==> config.mk <==
export PLATFORM = sky130hd
export DESIGN_NAME = ascii_sensor_record_parser_core
export DESIGN_NICKNAME = d
export VERILOG_FILES = /design/src/rtl/asrp_pkg.sv /design/src/rtl/ascii_sensor_record_parser_core.sv /design/src/rtl/asrp_field_parse.sv
export SDC_FILE = /design/constraint.sdc
export NUM_CORES = 1
export LEC_CHECK = 0
export ABC_AREA = 1
export BUFFER_PORTS_ARGS = -buffer_cell sky130_fd_sc_hd__buf_4
export CORE_ASPECT_RATIO = 0.7
export CORE_UTILIZATION = 55
export DETAILED_ROUTE_END_ITERATION = 7
export PLACE_DENSITY = 0.76
export REMOVE_ABC_BUFFERS = 1
export SKIP_LAST_GASP = 1
export SLEW_MARGIN = 20
export SYNTH_ARGS = -nofsm -noshare
export SYNTH_HDL_FRONTEND = slang
export SYNTH_HIERARCHICAL = 1
export SYNTH_SLANG_ARGS = --single-unit
export TNS_END_PERCENT = 20
==> constraint.sdc <==
create_clock -name clk -period 5.45 [get_ports clk]
set_clock_uncertainty 0.2 [all_clocks]
set_input_delay 1.635 -clock clk [delete_from_list [all_inputs] [get_ports clk]]
set_output_delay 1.635 -clock clk [all_outputs]
set_load 0.05 [all_outputs]
==> src/rtl/asrp_pkg.sv <==
// Shared types and constants for the ASCII sensor record parser.
`default_nettype none
package asrp_pkg;

  localparam int unsigned MaxFieldChars = 20;
  localparam int unsigned CharCntW      = 5;

  localparam logic [7:0] ChNewline = 8'h0A;
  localparam logic [7:0] ChSpace   = 8'h20;
  localparam logic [7:0] ChTab     = 8'h09;
  localparam logic [7:0] ChCr      = 8'h0D;
  localparam logic [7:0] ChPlus    = 8'h2B;
  localparam logic [7:0] ChMinus   = 8'h2D;
  localparam logic [7:0] ChZero    = 8'h30;
  localparam logic [7:0] ChNine    = 8'h39;
  localparam logic [7:0] ChGyro    = 8'h47;
  localparam logic [7:0] ChAccel   = 8'h41;
  localparam logic [7:0] ChCompass = 8'h43;
  localparam logic [7:0] ChSystem  = 8'h44;

  localparam logic [31:0] MagLimit = 32'h8000_0000;
  localparam logic [31:0] PosMax   = 32'h7FFF_FFFF;

  typedef enum logic [1:0] {
    KIND_GYRO    = 2'd0,
    KIND_ACCEL   = 2'd1,
    KIND_COMPASS = 2'd2,
    KIND_SYSTEM  = 2'd3
  } kind_t;

  typedef enum logic [1:0] {
    PH_IDLE   = 2'd0,
    PH_NL     = 2'd1,
    PH_FIELDS = 2'd2
  } phase_t;

  typedef enum logic [1:0] {
    ST_SKIP   = 2'd0,
    ST_SIGN   = 2'd1,
    ST_DIGITS = 2'd2,
    ST_DONE   = 2'd3
  } stage_t;

  // Per-field number parsing state.
  typedef struct packed {
    stage_t      stage;
    logic        neg;
    logic        sat;
    logic [31:0] acc;
  } fld_t;

  localparam fld_t FldClear = '{stage: ST_SKIP, neg: 1'b0, sat: 1'b0, acc: 32'd0};

endpackage
`default_nettype wire

==> src/rtl/ascii_sensor_record_parser_core.sv <==
// Top level of the ASCII sensor record parser.
// Takes one received character per beat and emits one beat per newline-terminated field
// of a G/A/C/D record (letter, newline, then newline-terminated decimal fields).
// Every input beat is handled in the cycle it is accepted: the record state and
// the multiply-by-ten accumulator update at that edge and a finished field lands
// in the output register, so throughput is one character per clock while in_ready
// is high. A result appears on out_* in the cycle after its terminating newline is
// accepted; in_ready stays high while the output register is empty or being drained.
`default_nettype none
module ascii_sensor_record_parser_core (
  input  wire logic               clk,
  input  wire logic               rst_n,
  input  wire logic               in_valid,
  output logic                    in_ready,
  input  wire logic [7:0]         in_rx_byte,
  output logic                    out_valid,
  input  wire logic               out_ready,
  output logic [1:0]              out_sensor_kind,
  output logic [1:0]              out_field_index,
  output logic signed [31:0]      out_field_value,
  output logic                    out_record_last
);

  asrp_pkg::phase_t                 phase_r, phase_nxt;
  asrp_pkg::kind_t                  kind_r, kind_nxt;
  logic [1:0]                       fcnt_r, fcnt_nxt;
  logic [asrp_pkg::CharCntW-1:0]    ccnt_r, ccnt_nxt;
  asrp_pkg::fld_t                   fld_r, fld_nxt;
  asrp_pkg::fld_t                   fld_step;
  logic signed [31:0]               fld_value;

  logic        out_valid_r;
  logic [1:0]  out_kind_r;
  logic [1:0]  out_idx_r;
  logic [31:0] out_value_r;
  logic        out_last_r;

  logic        accept;
  logic        emit;
  logic        last;
  logic [1:0]  nfields;
  logic [2:0]  fcnt_inc;

  assign in_ready = !out_valid_r || out_ready;
  assign accept   = in_valid && in_ready;

  asrp_field_parse u_parse (
    .ch      (in_rx_byte),
    .fld     (fld_r),
    .fld_nxt (fld_step),
    .value   (fld_value)
  );

  assign nfields  = (kind_r == asrp_pkg::KIND_SYSTEM) ? 2'd2 : 2'd3;
  assign fcnt_inc = {1'b0, fcnt_r} + 3'd1;
  assign last     = (fcnt_inc >= {1'b0, nfields});

  always_comb begin
    phase_nxt = phase_r;
    kind_nxt  = kind_r;
    fcnt_nxt  = fcnt_r;
    ccnt_nxt  = ccnt_r;
    fld_nxt   = fld_r;
    emit      = 1'b0;
    unique case (phase_r)
      asrp_pkg::PH_NL: begin
        if (in_rx_byte == asrp_pkg::ChNewline) begin
          phase_nxt = asrp_pkg::PH_FIELDS;
          fcnt_nxt  = 2'd0;
          ccnt_nxt  = '0;
          fld_nxt   = asrp_pkg::FldClear;
        end else begin
          phase_nxt = asrp_pkg::PH_IDLE;
        end
      end
      asrp_pkg::PH_FIELDS: begin
        if (in_rx_byte == asrp_pkg::ChNewline) begin
          emit = 1'b1;
        end else begin
          fld_nxt  = fld_step;
          ccnt_nxt = ccnt_r + asrp_pkg::CharCntW'(1);
        end
        // newline or over-long field: move to the next field
        if (emit || (ccnt_nxt >= asrp_pkg::CharCntW'(asrp_pkg::MaxFieldChars))) begin
          ccnt_nxt = '0;
          fld_nxt  = asrp_pkg::FldClear;
          if (last) begin
            phase_nxt = asrp_pkg::PH_IDLE;
            fcnt_nxt  = 2'd0;
          end else begin
            fcnt_nxt  = fcnt_inc[1:0];
          end
        end
      end
      default: begin
        phase_nxt = asrp_pkg::PH_IDLE;
        priority if (in_rx_byte == asrp_pkg::ChGyro) begin
          kind_nxt  = asrp_pkg::KIND_GYRO;
          phase_nxt = asrp_pkg::PH_NL;
        end else if (in_rx_byte == asrp_pkg::ChAccel) begin
          kind_nxt  = asrp_pkg::KIND_ACCEL;
          phase_nxt = asrp_pkg::PH_NL;
        end else if (in_rx_byte == asrp_pkg::ChCompass) begin
          kind_nxt  = asrp_pkg::KIND_COMPASS;
          phase_nxt = asrp_pkg::PH_NL;
        end else if (in_rx_byte == asrp_pkg::ChSystem) begin
          kind_nxt  = asrp_pkg::KIND_SYSTEM;
          phase_nxt = asrp_pkg::PH_NL;
        end else begin
          phase_nxt = asrp_pkg::PH_IDLE;
        end
      end
    endcase
  end

  always_ff @(posedge clk) begin
    if (!rst_n) begin
      phase_r <= asrp_pkg::PH_IDLE;
      kind_r  <= asrp_pkg::KIND_GYRO;
      fcnt_r  <= 2'd0;
      ccnt_r  <= '0;
      fld_r   <= asrp_pkg::FldClear;
    end else if (accept) begin
      phase_r <= phase_nxt;
      kind_r  <= kind_nxt;
      fcnt_r  <= fcnt_nxt;
      ccnt_r  <= ccnt_nxt;
      fld_r   <= fld_nxt;
    end
  end

  always_ff @(posedge clk) begin
    if (!rst_n) begin
      out_valid_r <= 1'b0;
    end else if (accept && emit) begin
      out_valid_r <= 1'b1;
    end else if (out_ready) begin
      out_valid_r <= 1'b0;
    end
  end

  always_ff @(posedge clk) begin
    if (accept && emit) begin
      out_kind_r  <= kind_r;
      out_idx_r   <= fcnt_r;
      out_value_r <= fld_value;
      out_last_r  <= last;
    end
  end

  assign out_valid       = out_valid_r;
  assign out_sensor_kind = out_kind_r;
  assign out_field_index = out_idx_r;
  assign out_field_value = signed'(out_value_r);
  assign out_record_last = out_last_r;

endmodule
`default_nettype wire

==> src/rtl/asrp_field_parse.sv <==
// Decimal field parser: one character step and the saturated field value.
`default_nettype none
module asrp_field_parse (
  input  wire logic [7:0]    ch,
  input  wire asrp_pkg::fld_t fld,
  output asrp_pkg::fld_t     fld_nxt,
  output logic signed [31:0] value
);

  logic        is_digit;
  logic        is_blank;
  logic        is_sign;
  logic        do_acc;
  logic [35:0] prod;
  logic [3:0]  dig;

  assign is_digit = (ch >= asrp_pkg::ChZero) && (ch <= asrp_pkg::ChNine);
  assign is_blank = (ch == asrp_pkg::ChSpace) ||
                    ((ch >= asrp_pkg::ChTab) && (ch <= asrp_pkg::ChCr));
  assign is_sign  = (ch == asrp_pkg::ChPlus) || (ch == asrp_pkg::ChMinus);
  assign dig      = 4'(ch - asrp_pkg::ChZero);

  // acc * 10 + digit as shift-add
  assign prod = {1'b0, fld.acc, 3'b000} + {3'b000, fld.acc, 1'b0} + {32'd0, dig};

  always_comb begin
    fld_nxt = fld;
    do_acc  = 1'b0;
    unique case (fld.stage)
      asrp_pkg::ST_SKIP: begin
        if (is_blank) begin
          fld_nxt.stage = asrp_pkg::ST_SKIP;
        end else if (is_sign) begin
          fld_nxt.neg   = (ch == asrp_pkg::ChMinus);
          fld_nxt.stage = asrp_pkg::ST_SIGN;
        end else if (is_digit) begin
          fld_nxt.stage = asrp_pkg::ST_DIGITS;
          do_acc        = 1'b1;
        end else begin
          fld_nxt.stage = asrp_pkg::ST_DONE;
        end
      end
      asrp_pkg::ST_SIGN, asrp_pkg::ST_DIGITS: begin
        if (is_digit) begin
          fld_nxt.stage = asrp_pkg::ST_DIGITS;
          do_acc        = 1'b1;
        end else begin
          fld_nxt.stage = asrp_pkg::ST_DONE;
        end
      end
      default: fld_nxt.stage = asrp_pkg::ST_DONE;
    endcase

    if (do_acc && !fld.sat) begin
      if (prod > {4'd0, asrp_pkg::MagLimit}) begin
        fld_nxt.sat = 1'b1;
        fld_nxt.acc = asrp_pkg::MagLimit;
      end else begin
        fld_nxt.acc = prod[31:0];
      end
    end
  end

  always_comb begin
    if (fld.neg) begin
      if (fld.sat || (fld.acc >= asrp_pkg::MagLimit)) value = signed'(asrp_pkg::MagLimit);
      else                                           value = signed'(32'd0 - fld.acc);
    end else begin
      if (fld.sat || (fld.acc > asrp_pkg::PosMax)) value = signed'(asrp_pkg::PosMax);
      else                                        value = signed'(fld.acc);
    end
  end

endmodule
`default_nettype wire
### Word-level counts from Yosys, hierarchy flattened

Cells that the tools add are included.

* register bits: 85
* output and inout port bits: 39

* $add $sub $neg: 6
* order comparisons: 9
* eq/ne operators: 22
* multiplexer cells: 48
* bitwise logic cells: 1
* reductions and logical operators: 27

Operators by type and width (number)
* 32-bit two-way mux: 4
* 36-bit two-way mux: 3
* 36-bit case mux with 2 select lines: 1
* 35-bit by 33-bit adder with 36-bit output: 1
* 36-bit by 4-bit adder with 36-bit output: 1
* 36-bit by 32-bit > comparator with 1-bit output (second input constant): 1
* 33-bit two-way mux: 1
* 8-bit by 7-bit == test with 1-bit output (second input constant): 4
* 32-bit >= comparator (second input constant): 1
* 32-bit by 31-bit > comparator with 1-bit output (second input constant): 1
* 1-bit by 32-bit subtractor with 32-bit output (first input constant): 1
* 8-bit by 6-bit == test with 1-bit output (second input constant): 3
* 2-bit two-way mux: 12
* 5-bit two-way mux: 4
* 1-bit two-way mux: 18
* 3-bit by 2-bit inequality test with 1-bit output (second input constant): 4
* 2-bit case mux with 2 select lines: 3
* 5-bit case mux with 2 select lines: 1
* 3-bit AND reduction: 3
* 8-bit by 4-bit == test with 1-bit output (second input constant): 1
* 8-bit by 4-bit >= comparator with 1-bit output (second input constant): 1
* 8-bit by 6-bit >= comparator with 1-bit output (second input constant): 1
* 8-bit by 4-bit <= comparator with 1-bit output (second input constant): 1
* 8-bit by 6-bit <= comparator with 1-bit output (second input constant): 1
* 22 further kinds: 41

### Longest topological paths before layout

* depth after elaboration: 11
* depth in mapped cells: 24
* gate-level depth less buffers: 24

### By module

Netlist, hierarchy kept.

Modules (own cells, without submodules)
* asrp_field_parse: times used 1, cells each 946, area an instance 4805.9 um^2, seq. area each 0.0 um^2
* ascii_sensor_record_parser_core: times used 1, cells each 342, area an instance 3407.0 um^2, seq. area each 2072.0 um^2

### Worst setup path before layout

OpenSTA, ideal clock, no wires.

* kind: input -> register
* start point: input port out_ready
* end point: register out_idx_r[0] (netlist: out_field_index[0]), enable pin
* arrival: 4.989 ns
* path slack: -0.219 ns
* cell stages on the path: 4
* buffers on the path: 0
* path through: inv_1 -> nand2_1 -> nand2_1 -> nor3_1

* longest elaborated chain between the ends: 3

RTL lines
* from (decl): line ascii_sensor_record_parser_core.sv:17 `input wire logic out_ready,`
* 1-bit logical OR: line ascii_sensor_record_parser_core.sv:44 `assign in_ready = !out_valid_r || out_ready;`
* named net in_ready: line ascii_sensor_record_parser_core.sv:14 `output logic in_ready,`
* 1-bit logical AND: line ascii_sensor_record_parser_core.sv:45 `assign accept = in_valid && in_ready;`
* 1-bit logical AND: line ascii_sensor_record_parser_core.sv:143 `if (accept && emit) begin`
* to (signal assigned): line ascii_sensor_record_parser_core.sv:145 `out_idx_r <= fcnt_r;`
* to (decl): line ascii_sensor_record_parser_core.sv:34 `logic [1:0] out_idx_r;`

The timed path passes the listed nets, and every way through them passes these cells.
A chain may end at the register's enable or synchronous reset.

==> impl_metrics.tcl <==
set metrics [dict create \
    synth-edff-count 37 \
    grt_start_max_net_pins 62 \
    worstPathCellList "buf_4, fa_1, inv_1, fa_1, inv_1, nand2_1, nand2_1, nand3_1, nand2_1, xnor2_1, nand3_1, nor2_1, nand3_1, nor2_1, nand2_1, nand2_2, buf_12, nand3_1, nand2_1, nand4_1, a21oi_1" \
    setup_tns_ns 0 \
    ios 51 \
    pwr-share-clk_pct 47.6 \
    synth-seq-cells 85 \
    yosysMostFrequentCell "nand2_1" \
    finalHoldViolCount 0 \
    cpMostUsedCell "nand2_1" \
    p_seq_share_pct 45.8 \
    ys_seq_area_share_pct 25.2 \
    first_global_vias 7445 \
    drc_errors 0 \
    netlist.area_leader.share_pct 18.4 \
    tightest_slew_ns 1.03 \
    viasPerCell 5.59 \
    arrival_ns 4.84 \
    status "complete, no violations" \
    synthCells 1288 \
    required_ns 5.51 \
    rsz0062_at_grt "no" \
    ctsRootBufferMaster "clkbuf_16" \
    place_congestion 0.926 \
    r2r-start "fld_r[2]" \
    worstHoldEndpoint "out_field_index[1]" \
    clk_latency_ns 0.34 \
    setup_viol 0 \
    die_h_um 104 \
    holdPathStages 0 \
    post_drt_wl_per_cell_um 15.4 \
    critPathLaunchType "input port" \
    fin_area_sq_um 9040 \
    async_reset_ff_share_pct 0 \
    postCtsSetupRepairBufs 0 \
    start_util_pct 57.7 \
    worstHoldStart "fcnt_r[1]" \
    post-route-min-period_ns 4.78 \
    nets 1410 \
    yosys_warnings 6 \
    drive_gt1_share_pct 8.50 \
    grt_first_pass_wirelength_um 37900 \
    drt_wl_total_um 23400 \
    regArea_sq_um 2070 \
    portBuffers 50 \
    yosys.area.top_type "nand2_1" \
    cap_violations 0 \
    dr_total_vias 8485 \
    hp-class "reg -> reg" \
    synthTopCellsByCount "nand2_1, inv_1, nor2_1" \
    placed_area_sq_um 8710 \
    crit_fanout 32 \
    drt_pass1_iterations 5 \
    p_leak_uw 0.00456 \
    endpoint_kind "flip-flop" \
    die_w_um 148 \
    rrSetupSlack_ns 1.69 \
    dp_hpwl_um 17600 \
    cts.reportedPaths.clkPinSlew_ns 0.06 \
    comb_power_share_pct 6.6 \
    p_int_uw 1140 \
    fillers 1360 \
    cts.sinks 85 \
    die-area_sq_um 15400 \
    fp.coreArea_sq_um 14200 \
    num_antenna_cells 0 \
    multi_input_area_sq_um 5170 \
    cts_buffers 9 \
    drt_iter0_markers 1009 \
    syn_avg_cell_area_sq_um 6.38 \
    slowest_stage "fa_1" \
    post-route-period-util_pct 87.7 \
    synth-main-ff-cell "dfxtp_1" \
    grt-ovfl-total 0 \
    synth_area_sq_um 8210 \
    h-tree-depth 3 \
    net-switching-power_uw 321 \
    power_density_nw_per_um2 161 \
    area_growth_syn_to_layout_pct 10.1 \
    max_slew_margin_pct 31.2 \
    r2r-end "fld_r[2]" \
    synth.distinct_cells 45 \
    slew_violations 0 \
    cts_tree "built" \
    cts_buffer_depth 2 \
    antenna_left 0 \
    track_usage_pct 30.6 \
    critPathKind "in -> reg" \
    fmax_ghz 0.209 \
    reg2regPathDepth 20 \
    synthTopCellsByArea "nand2_1, edfxtp_1, dfxtp_1" \
    peakVddDrop_uv 152 \
    holdBufCountCts 0 \
    swShare_pct 22.0 \
    num_rows 36 \
    postCtsResizedCells 0 \
    grt_antenna_before_repair 0 \
    critPathMaxStageDelay_ns 0.56 \
]
final cells by class:
class                      count  area share (%)
multi-input combinational    972            57.2
sequential                    85            22.9
inverter                     193            8.01
timing repair buffer          63            5.51
tap                          190            2.63
clock buffer                  11            2.57
clock inverter                 5            1.11
metal layers:
layer  global-route usage (%)  routed length, um
met4                     4.79                218
met3                     4.25               2170
met1                     47.4              11200
met2                     45.0               9830
met5                        0                  0
flip-flops by register name, indices dropped and copies added (netlist names):
name	flops
fld_r	36
out_field_value	32
ccnt_r	5
fcnt_r	2
kind_r	2
out_field_index	2
out_sensor_kind	2
phase_r	2
out_record_last	1
out_valid	1
layout by cell type, fill, tap and decap left out, types with 21 or more instances in the layout:
cell and instances:
buf_4 61, a21oi_1 92, nor2_1 126, dfxtp_1 48, ha_1 72, o21ai_0 21
inv_1 179, nand2_1 403, edfxtp_1 37, nand4_1 57, nand3_1 83, xor2_1 22
metrics by stage:
step                      hold WS (ns)  utilization [%]  setup WS (ns)  total power, uW  std cells
after global placement           0.248             61.2          0.469              775       1503
after detailed placement         0.258             61.2          0.437              777       1503
after CTS                        0.273             63.5          0.735             1460       1519
after global routing             0.297             63.5          0.453             1500       1519
after floorplan                  0.230                -         -0.219              742       1250
final                            0.275             63.5          0.668             1460       1519
worst max-delay path by stage:
stage,startpoint,to,slack (ns),cells past startpoint
after floorplan,out_ready,out_field_index[0],-0.22,4
after global placement,in_rx_byte[3],fld_r[32],0.47,22
after detailed placement,in_rx_byte[3],fld_r[29],0.44,21
after CTS,in_rx_byte[3],fld_r[2],0.73,21
after global routing,in_rx_byte[3],fld_r[17],0.45,23
final,in_rx_byte[3],fld_r[2],0.67,21
power groups by stage:
| stage | Clock (uW) | Sequential (uW) | Combinational (uW) |
|---|---|---|---|
| 2_1_floorplan | 0 | 682 | 59.8 |
| 3_3_place_gp | 0 | 682 | 92.5 |
| 3_5_place_dp | 0 | 682 | 94.3 |
| 4_1_cts | 696 | 668 | 95.3 |
| 5_1_grt | 723 | 669 | 107 |
| 6_report | 694 | 669 | 96.8 |
cell families after synthesis:
group	share of synthesized area [%]
adder cells (fa/ha/maj)	11.5
buffers and inverters	11.8
XOR/XNOR	3.95
flip-flops	25.2
AO/OA/AOI/OAI	9.61
AND/OR/NAND/NOR	37.9
critical path: cells and delay by family:
kind / cells / cell delay [ns]
buffers and inverters: 4 / 0.52
adder cells (fa/ha/maj): 2 / 1.01
AND/OR/NAND/NOR: 13 / 1.28
XOR/XNOR: 1 / 0.18
AO/OA/AOI/OAI: 1 / 0.20
Power figures use the tool's default switching activity.
